$ cat src/hdl/mrf_pkg.sv
// shared types, codes and crc helper for the modbus rtu request framer
package mrf_pkg;

  // operation codes on the command channel
  typedef enum logic [2:0] {
    OP_READ_COIL     = 3'd0,
    OP_READ_DISCRETE = 3'd1,
    OP_READ_HOLDING  = 3'd2,
    OP_READ_INPUT    = 3'd3,
    OP_WRITE_COIL    = 3'd4,
    OP_WRITE_REG     = 3'd5,
    OP_LOOPBACK      = 3'd6,
    OP_UNUSED        = 3'd7
  } op_e;

  // modbus function codes
  localparam logic [7:0] FC_READ_COIL     = 8'h01;
  localparam logic [7:0] FC_READ_DISCRETE = 8'h02;
  localparam logic [7:0] FC_READ_HOLDING  = 8'h03;
  localparam logic [7:0] FC_READ_INPUT    = 8'h04;
  localparam logic [7:0] FC_WRITE_COIL    = 8'h05;
  localparam logic [7:0] FC_WRITE_REG     = 8'h06;
  localparam logic [7:0] FC_LOOPBACK      = 8'h08;

  // data words
  localparam logic [15:0] READ_COUNT = 16'h0001;
  localparam logic [15:0] COIL_ON    = 16'hFF00;
  localparam logic [15:0] COIL_OFF   = 16'h0000;

  // crc-16 parameters
  localparam logic [15:0] CRC_INIT = 16'hFFFF;
  localparam logic [15:0] CRC_POLY = 16'hA001;

  // frame layout
  localparam int unsigned FRAME_LEN = 8;
  localparam int unsigned HDR_LEN   = 6;
  localparam int unsigned IDX_W     = $clog2(FRAME_LEN);
  localparam logic [IDX_W-1:0] IDX_CRC_LO = IDX_W'(HDR_LEN);
  localparam logic [IDX_W-1:0] IDX_LAST   = IDX_W'(FRAME_LEN - 1);

  // register map
  localparam logic REG_SLAVE_ADDRESS = 1'b0;
  localparam logic [7:0] SLAVE_ADDRESS_RST = 8'h01;

  // the six header bytes, byte 0 in the top bits
  typedef struct packed {
    logic [7:0]  slave;
    logic [7:0]  fcode;
    logic [15:0] addr;
    logic [15:0] data;
  } frame_hdr_t;

  // one byte step of the reflected crc
  function automatic logic [15:0] crc16_byte(input logic [15:0] crc_in,
                                             input logic [7:0]  b);
    logic [15:0] c;
    c = crc_in ^ {8'h00, b};
    for (int k = 0; k < 8; k++) begin
      if (c[0]) begin
        c = (c >> 1) ^ CRC_POLY;
      end else begin
        c = c >> 1;
      end
    end
    return c;
  endfunction

endpackage

$ cat src/hdl/mrf_header.sv
// command register: takes a command and builds the six header bytes
module mrf_header (
  input  logic               clk_i,
  input  logic               rst_ni,
  input  logic [7:0]         slave_address_i,
  input  logic               in_valid_i,
  output logic               in_ready_o,
  input  logic [2:0]         func_i,
  input  logic [15:0]        object_number_i,
  input  logic [15:0]        write_value_i,
  output logic               hdr_valid_o,
  input  logic               hdr_ready_i,
  output mrf_pkg::frame_hdr_t hdr_o
);

  logic                hdr_valid_q, hdr_valid_d;
  mrf_pkg::frame_hdr_t hdr_q, hdr_d;
  logic                in_xfer;
  mrf_pkg::op_e        op;

  assign op         = mrf_pkg::op_e'(func_i);
  assign in_ready_o = !hdr_valid_q || hdr_ready_i;
  assign in_xfer    = in_valid_i && in_ready_o;

  // header build from the incoming command
  always_comb begin
    hdr_d.slave = slave_address_i;
    hdr_d.addr  = object_number_i - 16'd1;
    hdr_d.fcode = mrf_pkg::FC_READ_COIL;
    hdr_d.data  = mrf_pkg::READ_COUNT;
    unique case (op)
      mrf_pkg::OP_READ_COIL:     hdr_d.fcode = mrf_pkg::FC_READ_COIL;
      mrf_pkg::OP_READ_DISCRETE: hdr_d.fcode = mrf_pkg::FC_READ_DISCRETE;
      mrf_pkg::OP_READ_HOLDING:  hdr_d.fcode = mrf_pkg::FC_READ_HOLDING;
      mrf_pkg::OP_READ_INPUT:    hdr_d.fcode = mrf_pkg::FC_READ_INPUT;
      mrf_pkg::OP_WRITE_COIL: begin
        hdr_d.fcode = mrf_pkg::FC_WRITE_COIL;
        hdr_d.data  = (write_value_i != 16'd0) ? mrf_pkg::COIL_ON : mrf_pkg::COIL_OFF;
      end
      mrf_pkg::OP_WRITE_REG: begin
        hdr_d.fcode = mrf_pkg::FC_WRITE_REG;
        hdr_d.data  = write_value_i;
      end
      mrf_pkg::OP_LOOPBACK: begin
        hdr_d.fcode = mrf_pkg::FC_LOOPBACK;
        hdr_d.addr  = 16'd0;
        hdr_d.data  = 16'd0;
      end
      default: hdr_d.fcode = mrf_pkg::FC_READ_COIL;
    endcase
  end

  // valid tracking, unused operation is dropped on transfer
  always_comb begin
    hdr_valid_d = hdr_valid_q;
    if (in_xfer) begin
      hdr_valid_d = (op != mrf_pkg::OP_UNUSED);
    end else if (hdr_ready_i) begin
      hdr_valid_d = 1'b0;
    end
  end

  always_ff @(posedge clk_i or negedge rst_ni) begin
    if (!rst_ni) begin
      hdr_valid_q <= 1'b0;
    end else begin
      hdr_valid_q <= hdr_valid_d;
    end
  end

  // header payload
  always_ff @(posedge clk_i) begin
    if (in_xfer) begin
      hdr_q <= hdr_d;
    end
  end

  assign hdr_valid_o = hdr_valid_q;
  assign hdr_o       = hdr_q;

`ifndef SYNTHESIS
  // an unused operation never reaches the serializer
  a_drop_unused: assert property (@(posedge clk_i) disable iff (!rst_ni)
    (in_xfer && op == mrf_pkg::OP_UNUSED) |=> !hdr_valid_q)
    else $error("unused operation produced a header");

  // a taken header that is not refilled leaves the register empty
  a_hdr_drain: assert property (@(posedge clk_i) disable iff (!rst_ni)
    (hdr_valid_q && hdr_ready_i && !in_valid_i) |=> !hdr_valid_q)
    else $error("header register did not drain");
`endif

endmodule

$ cat src/hdl/mrf_serializer.sv
// frame serializer: sends header bytes then the crc, one byte per transfer
module mrf_serializer (
  input  logic                clk_i,
  input  logic                rst_ni,
  input  logic                hdr_valid_i,
  output logic                hdr_ready_o,
  input  mrf_pkg::frame_hdr_t hdr_i,
  output logic                out_valid_o,
  input  logic                out_ready_i,
  output logic [7:0]          frame_byte_o,
  output logic                last_byte_o
);

  logic                     busy_q, busy_d;
  logic [mrf_pkg::IDX_W-1:0] cnt_q, cnt_d;
  logic [47:0]              data_q, data_d;
  logic [15:0]              crc_q, crc_d;
  logic                     out_xfer, is_last, in_hdr, load;

  assign is_last     = (cnt_q == mrf_pkg::IDX_LAST);
  assign in_hdr      = (cnt_q < mrf_pkg::IDX_CRC_LO);
  assign out_xfer    = busy_q && out_ready_i;
  assign hdr_ready_o = !busy_q || (out_ready_i && is_last);
  assign load        = hdr_valid_i && hdr_ready_o;

  // next frame state
  always_comb begin
    busy_d = busy_q;
    cnt_d  = cnt_q;
    data_d = data_q;
    crc_d  = crc_q;
    priority if (load) begin
      busy_d = 1'b1;
      cnt_d  = '0;
      data_d = hdr_i;
      crc_d  = mrf_pkg::CRC_INIT;
    end else if (out_xfer) begin
      if (is_last) begin
        busy_d = 1'b0;
      end else begin
        cnt_d = cnt_q + 1'b1;
      end
      if (in_hdr) begin
        crc_d  = mrf_pkg::crc16_byte(crc_q, data_q[47:40]);
        data_d = {data_q[39:0], 8'h00};
      end
    end
  end

  always_ff @(posedge clk_i or negedge rst_ni) begin
    if (!rst_ni) begin
      busy_q <= 1'b0;
      cnt_q  <= '0;
    end else begin
      busy_q <= busy_d;
      cnt_q  <= cnt_d;
    end
  end

  // frame payload and running crc
  always_ff @(posedge clk_i) begin
    data_q <= data_d;
    crc_q  <= crc_d;
  end

  // output byte select
  always_comb begin
    if (in_hdr) begin
      frame_byte_o = data_q[47:40];
    end else if (is_last) begin
      frame_byte_o = crc_q[15:8];
    end else begin
      frame_byte_o = crc_q[7:0];
    end
  end

  assign out_valid_o = busy_q;
  assign last_byte_o = is_last;

`ifndef SYNTHESIS
  // every non-final transfer advances the byte index by one
  a_cnt_step: assert property (@(posedge clk_i) disable iff (!rst_ni)
    (out_xfer && !is_last) |=> (cnt_q == $past(cnt_q) + 1'b1))
    else $error("byte index did not advance");

  // a new frame always starts at byte zero
  a_load_start: assert property (@(posedge clk_i) disable iff (!rst_ni)
    load |=> (busy_q && cnt_q == '0))
    else $error("frame did not start at byte zero");

  // the final byte with nothing waiting ends the frame
  a_frame_end: assert property (@(posedge clk_i) disable iff (!rst_ni)
    (out_xfer && is_last && !hdr_valid_i) |=> !busy_q)
    else $error("serializer stayed busy after last byte");
`endif

endmodule

$ cat src/hdl/modbus_rtu_request_framer.sv
// Modbus RTU request framer top level: register port, command register, serializer
// Each accepted command yields one 8-byte request frame on the output channel,
// one byte per transfer: slave address, function code, object number minus one
// (high byte first), data word (high byte first), then the CRC-16 low and high
// bytes, with last_byte_o on the CRC high byte. The serializer sends one byte per
// cycle while out_ready_i is high, folding each header byte into the CRC as it
// is sent; the next header is loaded during the last byte so frames follow with
// no gap. Commands with func 7 are accepted and produce nothing. slave_address
// sits at APB byte address 0 and resets to 1; the user must write it only while
// no frame is in flight, and the block itself does not enforce this.
module modbus_rtu_request_framer (
  input  logic        clk_i,
  input  logic        rst_ni,
  // register port
  input  logic        psel,
  input  logic        penable,
  input  logic        pwrite,
  input  logic [2:0]  paddr,
  input  logic [31:0] pwdata,
  output logic [31:0] prdata,
  output logic        pready,
  // command channel
  input  logic        in_valid_i,
  output logic        in_ready_o,
  input  logic [2:0]  func_i,
  input  logic [15:0] object_number_i,
  input  logic [15:0] write_value_i,
  // frame byte channel
  output logic        out_valid_o,
  input  logic        out_ready_i,
  output logic [7:0]  frame_byte_o,
  output logic        last_byte_o
);

  logic [7:0]          slave_q;
  logic                hdr_valid, hdr_ready;
  mrf_pkg::frame_hdr_t hdr;
  logic                reg_hit;

  assign pready  = 1'b1;
  assign reg_hit = (paddr[2] == mrf_pkg::REG_SLAVE_ADDRESS);

  // slave address register
  always_ff @(posedge clk_i or negedge rst_ni) begin
    if (!rst_ni) begin
      slave_q <= mrf_pkg::SLAVE_ADDRESS_RST;
    end else if (psel && penable && pwrite && pready && reg_hit) begin
      slave_q <= pwdata[7:0];
    end
  end

  // register read
  assign prdata = (reg_hit && paddr[1:0] == 2'd0) ? {24'd0, slave_q} : 32'd0;

  mrf_header u_header (
    .clk_i           (clk_i),
    .rst_ni          (rst_ni),
    .slave_address_i (slave_q),
    .in_valid_i      (in_valid_i),
    .in_ready_o      (in_ready_o),
    .func_i          (func_i),
    .object_number_i (object_number_i),
    .write_value_i   (write_value_i),
    .hdr_valid_o     (hdr_valid),
    .hdr_ready_i     (hdr_ready),
    .hdr_o           (hdr)
  );

  mrf_serializer u_serializer (
    .clk_i        (clk_i),
    .rst_ni       (rst_ni),
    .hdr_valid_i  (hdr_valid),
    .hdr_ready_o  (hdr_ready),
    .hdr_i        (hdr),
    .out_valid_o  (out_valid_o),
    .out_ready_i  (out_ready_i),
    .frame_byte_o (frame_byte_o),
    .last_byte_o  (last_byte_o)
  );

endmodule
$ cat config.mk
export PLATFORM = sky130hd
export DESIGN_NAME = modbus_rtu_request_framer
export DESIGN_NICKNAME = d
export VERILOG_FILES = /design/src/hdl/mrf_pkg.sv /design/src/hdl/mrf_header.sv /design/src/hdl/mrf_serializer.sv /design/src/hdl/modbus_rtu_request_framer.sv
export SDC_FILE = /design/constraint.sdc
export NUM_CORES = 1
export LEC_CHECK = 0
export ABC_AREA = 1
export BUFFER_PORTS_ARGS = -buffer_cell sky130_fd_sc_hd__buf_4
export CAP_MARGIN = 15
export CORE_MARGIN = 2
export CORE_UTILIZATION = 40
export DETAILED_ROUTE_END_ITERATION = 12
export GPL_TIMING_DRIVEN = 1
export SLEW_MARGIN = 20
export SYNTH_ARGS = -nofsm -noshare
export SYNTH_HDL_FRONTEND = slang
export SYNTH_SLANG_ARGS = --single-unit
$ cat constraint.sdc
create_clock -name clk_i -period 4.55 [get_ports clk_i]
set_input_delay 0.6825 -clock clk_i [delete_from_list [all_inputs] [get_ports clk_i]]
set_output_delay 0.6825 -clock clk_i [all_outputs]
set_load 0.1 [all_outputs]
; Word level (Yosys, flattened, before mapping)
; Cells that the tools add are included.
[totals]
ramBits = 0
regBits = 125
romBits = 0
memories = 0
latchBits = 0
[op_classes]
div_mod_pow = 0
mul = 0
mux = 46
magnitude_cmp = 1
addsub = 2
eq_ne = 9
shift = 0
bitwise_logic = 10
n_reduce_logical = 22
[ops]
columns = op, n
row1 = two-way mux 16 bit, 30
row2 = two-way mux 48 bit, 3
row3 = case mux 16 bit (3 select lines), 1
row4 = two-way mux 8 bit, 3
row5 = inverter 2 -> 3 bit, 8
row6 = case mux 4 bit (6 select lines), 1
row7 = nonzero test 16 bit, 1
row8 = "subtractor 16 x 1 -> 16 bit, second input constant", 1
row9 = XOR 16 x 8 -> 16 bit, 1
row10 = "equality test 3 bit, second input constant", 4
row11 = two-way mux 3 bit, 3
row12 = logical AND 1 bit, 8
row13 = AND reduction 2 bit, 4
row14 = nonzero test 2 bit, 4
row15 = "equality test 3 x 2 -> 1 bit, second input constant", 2
row16 = two-way mux 1 bit, 5
row17 = "adder 3 x 1 -> 3 bit, second input constant", 1
row18 = "equality test 3 x 1 -> 1 bit, second input constant", 1
row19 = "< comparator 3 bit, second input constant", 1
row20 = "inequality test 3 bit, second input constant", 1
row21 = logical NOT 1 bit, 2
row22 = logical NOT 2 bit, 1
row23 = logical OR 1 bit, 2
row24 = "inequality test 2 bit, second input constant", 1
row25 = inverter 1 bit, 1

; Longest topological paths before layout
[depth]
word_depth = 38
depth_mapped = 14
ltp_nobuf = 14

; Modules after synthesis
; Synthesis repeated with hierarchy kept, for this count alone.
[unflattened]
hier_cells = 610
area_unflattened_um2 = 6099.6
[modules_own_cells]
columns = module, seq_area_each_um2, instances, cells_per_inst, area_each_um2
row1 = mrf_serializer, 1861.8, 1, 313, 3306.9
row2 = mrf_header, 1346.3, 1, 214, 2179.6
row3 = modbus_rtu_request_framer, 201.4, 1, 83, 613.1

; Worst setup path after synthesis
; OpenSTA, ideal clock, no wires.
[synth_timing]
path_kind = reg-to-reg
from = register u_serializer.cnt_q[1] (netlist bit)
to = register u_serializer.data_q[0], enable pin
path_stages_with_launch = 8
setup_time_ns = 0.470
path_buffers = 1
period_less_slack_ns = 4.971
arrival_time_ns = 4.501
required_ns = 4.080
slack_ns = -0.421
cell_sequence = dfrtp_1 -> ha_1 -> ha_1 -> a21oi_1 -> nor2_2 -> inv_2 -> buf_2 -> a21oi_1
[synth_via]
elab_chain_len = 6
elab_cells_between_ends = 8
classes_between = order compare: 1 / eq/ne: 1 / reduce/logical: 6
[synth_lines]
columns = element, line_no
row1 = start: declaration, mrf_serializer.sv:15  ; logic [mrf_pkg::IDX_W-1:0] cnt_q, cnt_d;
row2 = start signal: assignment, mrf_serializer.sv:56  ; cnt_q <= cnt_d;
row3 = equality test 3 bit (*), mrf_serializer.sv:20  ; assign is_last = (cnt_q == mrf_pkg::IDX_LAST);
row4 = named net last_byte_o, modbus_rtu_request_framer.sv:32  ; output logic last_byte_o
row5 = logical AND 1 bit (*), mrf_serializer.sv:23  ; assign hdr_ready_o = !busy_q || (out_ready_i && is_last);
row6 = logical OR 1 bit (*), mrf_serializer.sv:23
row7 = logical AND 1 bit (*), mrf_serializer.sv:24  ; assign load = hdr_valid_i && hdr_ready_o;
row8 = nonzero test 2 bit (no source line), --
row9 = AND reduction 2 bit (no source line) (*), --
row10 = end signal: assignment, mrf_serializer.sv:62  ; data_q <= data_d;
row11 = end: declaration, mrf_serializer.sv:16  ; logic [47:0] data_q, data_d;
; Mark *: on every way through the listed nets, which the timed path passes. The rest lies on a longest branch.
; A chain may end at the register's enable or synchronous reset.

; Worst setup path after layout
[layout_timing]
from = register u_serializer.cnt_q[0] (netlist bit)
to = output port frame_byte_o[3]
[layout_via]
elab_chain_len = 3
elab_cells_between_ends = 4
classes_between = order compare: 1 / eq/ne: 1 / mux: 2
[layout_lines]
columns = element, line_no
row1 = branches (longest 2 deep; another with < comparator 3 bit), --
row2 = two-way mux 8 bit (*), mrf_serializer.sv:68  ; if (in_hdr) begin
row3 = end: declaration, modbus_rtu_request_framer.sv:31  ; output logic [7:0] frame_byte_o,
; Mark *: on every way between the ends.

==> out/summary.txt <==
Synth area leader: edfxtp_1
Post-Syn Instances: 651
CTS sink cnt: 121
Max VDD drop: 0.000296 V
Worst setup EP type: output port
H-tree levels: 4
Initial Util: 0.406
Total Wirelength: 11.6 mm
Post-synth EDFFs: 92
Vias: 4,374
Inserted Diodes: 0
Top cells by count, synth: 194 x nand2_1, 92 x edfxtp_1, 77 x inv_1
Setup Skew: 0.0127 ns
Top FF cell, synth: edfxtp_1
Antenna Nets Post-Route: 0
Final Cell Area: 7060 µm²
Clk buf depth: 2
Avg Cell Area, Syn: 8.99 µm²
GPL Wtd Cong: 0.795
Post-CTS setup buffers: 0
Footprint of the multi-input gates: 1960 µm²
Layout cells sized above 1: 0.188
PortBufs: 71
I/O pins: 121
RSZ-0062 raised after global routing: no
Distinct cells, synth: 37
Period utilization: 0.671
Most frequent cell after synthesis: nand2_1
Setup TNS: 0 ns
Synthesis-stage register bit count: 121
Logic pwr share: 0.345
Fillers: 1,360
Leak pwr: 3.26 nW
Worst min path class: in -> async
Fin nets: 807
Hold_buf cts: 0
CTS buffer count: 17
CP Launch Type: flip-flop
Vias in the first global route: 4,177
Insertion delay to the later sink of the worst-skew pair: 0.42 ns
Root Buffer: clkbuf_16
Critical path class: reg -> out
Die area: 15,600 µm²
Synth top area share: 0.472
Status: finished clean
DIE WIDTH: 125 µm
Core box area: 14,400 µm²
Syn-to-layout area delta: 20.6%
WL/cell: 12.6 µm
Asr flop ratio synth: 0.107
Register area: 3410 µm²
CP peak stage delay: 0.38 ns
GR Overflow Total: 0
Crit-path cells: ha_1, ha_1, inv_1, a21oi_1, o21ai_0, o21ai_0, buf_4
Final setup fails: 0
Endpoints failing hold: 0
CP max FO: 15
CTS tree: done
Post-route DRC: 0
P_sw: 0.00176 W
Pre-antenna DRT Iters: 5
Initial antenna violation count: 0
Synth Cell Area: 5860 µm²
Switching share of power: 0.390
Count of final max-slew check failures: 0
Count of max-cap constraint violations: 0
Critical-path top delay cell: dfrtp_1
Slew of the pin with the lowest slew margin: 1.02 ns
Worst EP required: 3.87 ns
First-pass GRT wire length: 19.1 mm
Placed Area: 6490 µm²
Worst hold slack: 0.0964 ns
Top cells by area, synth: edfxtp_1 47%, nand2_1 12%, dfxtp_1 5.5%
Seq/Total Area, Yosys: 0.582
Min cycle time layout: 3.05 ns
Int Pwr: 0.00276 W
Clock Power Share: 0.287
Maximum clock rate: 0.327 GHz
Largest net degree at the start of global routing: 49
CP arrival: 2.37 ns
Die Ht: 125 µm
DR vias/cell: 4.73
DRT iter0 DRCs: 310
Synth warn: 0
Total track usage: 0.154
Pwr dens: 640 nW/µm²
CTS resizes: 0
Rows: 44
Clock Pin Slew Worst Setup and Hold Paths: 0.06 ns
Post-DP HPWL: 7.97 mm
Max_slew headroom: 0.315
Reg power frac: 0.368
==> kinds of logic (layout without fill, tap and decap cells) <==
family | count (synthesis) | in the layout | share of synthesized area
AOI/OAI and AO/OA | 87 | 87 | 0.0818
xor gates and xnor gates | 5 | 5 | 0.00876
adders and majority gates | 3 | 3 | 0.00641
buffers and inverters | 128 | 194 | 0.100
DFF | 121 | 121 | 0.582
other | 2 | 25 | 0.00128
and+or+nand+nor | 305 | 305 | 0.219
==> cell type report <==
cell class / count / area share
sequential: 121 / 0.483
multi-input combinational: 425 / 0.277
timing repair buffer: 75 / 0.0797
clock buffer: 18 / 0.0608
inverter: 87 / 0.0462
tap: 184 / 0.0326
clock inverter: 14 / 0.0207
==> state kept, by name, indices dropped and copies added, names as in the netlist <==
register / flops
u_header.hdr_valid_o: 1
u_serializer.data_q: 48
u_serializer.cnt_q: 3
u_header.hdr_o: 44
u_serializer.out_valid_o: 1
slave_q: 8
u_serializer.crc_q: 16
==> metal layers <==
layer  part of all wire  global-route usage  vias to the layer above
li1                   -                   -                     2213
met1               0.43               0.178                     2046
met2               0.52               0.266                       99
met3              0.042              0.0385                       16
met4              0.014              0.0745                        0
met5                  0                   0                        -
==> stage by stage <==
step                      total power, W  setup WS [ns]   util  std cells
after floorplan                  0.00292          0.559      -        674
after global placement           0.00321           1.96  0.450        892
after detailed placement         0.00325           1.96  0.450        892
after CTS                        0.00456           1.49  0.490        924
after global routing             0.00478           1.33  0.490        924
final                            0.00452           1.50  0.490        924
==> path summary, 6_finish.rpt <==
kind / depth (start not counted) / slack [ns] / endpoint / from
hold / removal: 1 / 0.1 / slave_q[4] / rst_ni
min in group clk_i: 0 / 0.45 / u_header.hdr_o[47] / slave_q[7]
hold reg to reg: 0 / 0.45 / u_header.hdr_o[47] / slave_q[7]
setup / recovery: 7 / 1.50 / frame_byte_o[3] / u_serializer.cnt_q[0]
setup reg to reg: 8 / 2.04 / u_serializer.data_q[14] / u_serializer.cnt_q[0]
max in group asynchronous: 1 / 4.22 / slave_q[0] / rst_ni
==> critical path, delay by kind of cell (launching register included) <==
family | cells | cell delay (ns)
buf+inv | 2 | 0.65
fa+ha+maj | 2 | 0.50
compound gates | 3 | 0.43
flops | 1 | 0.38
==> power by group through the flow <==
stage          sequential [W]  clock (W)  combinational [W]
2_1_floorplan         0.00165          0            0.00127
6_report              0.00166    0.00130            0.00156
3_3_place_gp          0.00168          0            0.00153
3_5_place_dp          0.00169          0            0.00156
4_1_cts               0.00167    0.00132            0.00158
5_1_grt               0.00170    0.00137            0.00172
==> layout by cell type (no fill, tap or decap), types with 16 or more instances in the layout <==
| cell | count |
|---|---|
| clkbuf_16 | 17 |
| conb_1 | 25 |
| buf_4 | 75 |
| nor2_1 | 64 |
| nand3_1 | 21 |
| edfxtp_1 | 92 |
| nand2_1 | 194 |
| o21ai_0 | 34 |
| a21oi_1 | 37 |
| inv_1 | 77 |
| dfxtp_1 | 16 |
Note: power is estimated with default switching activity, not from simulation.
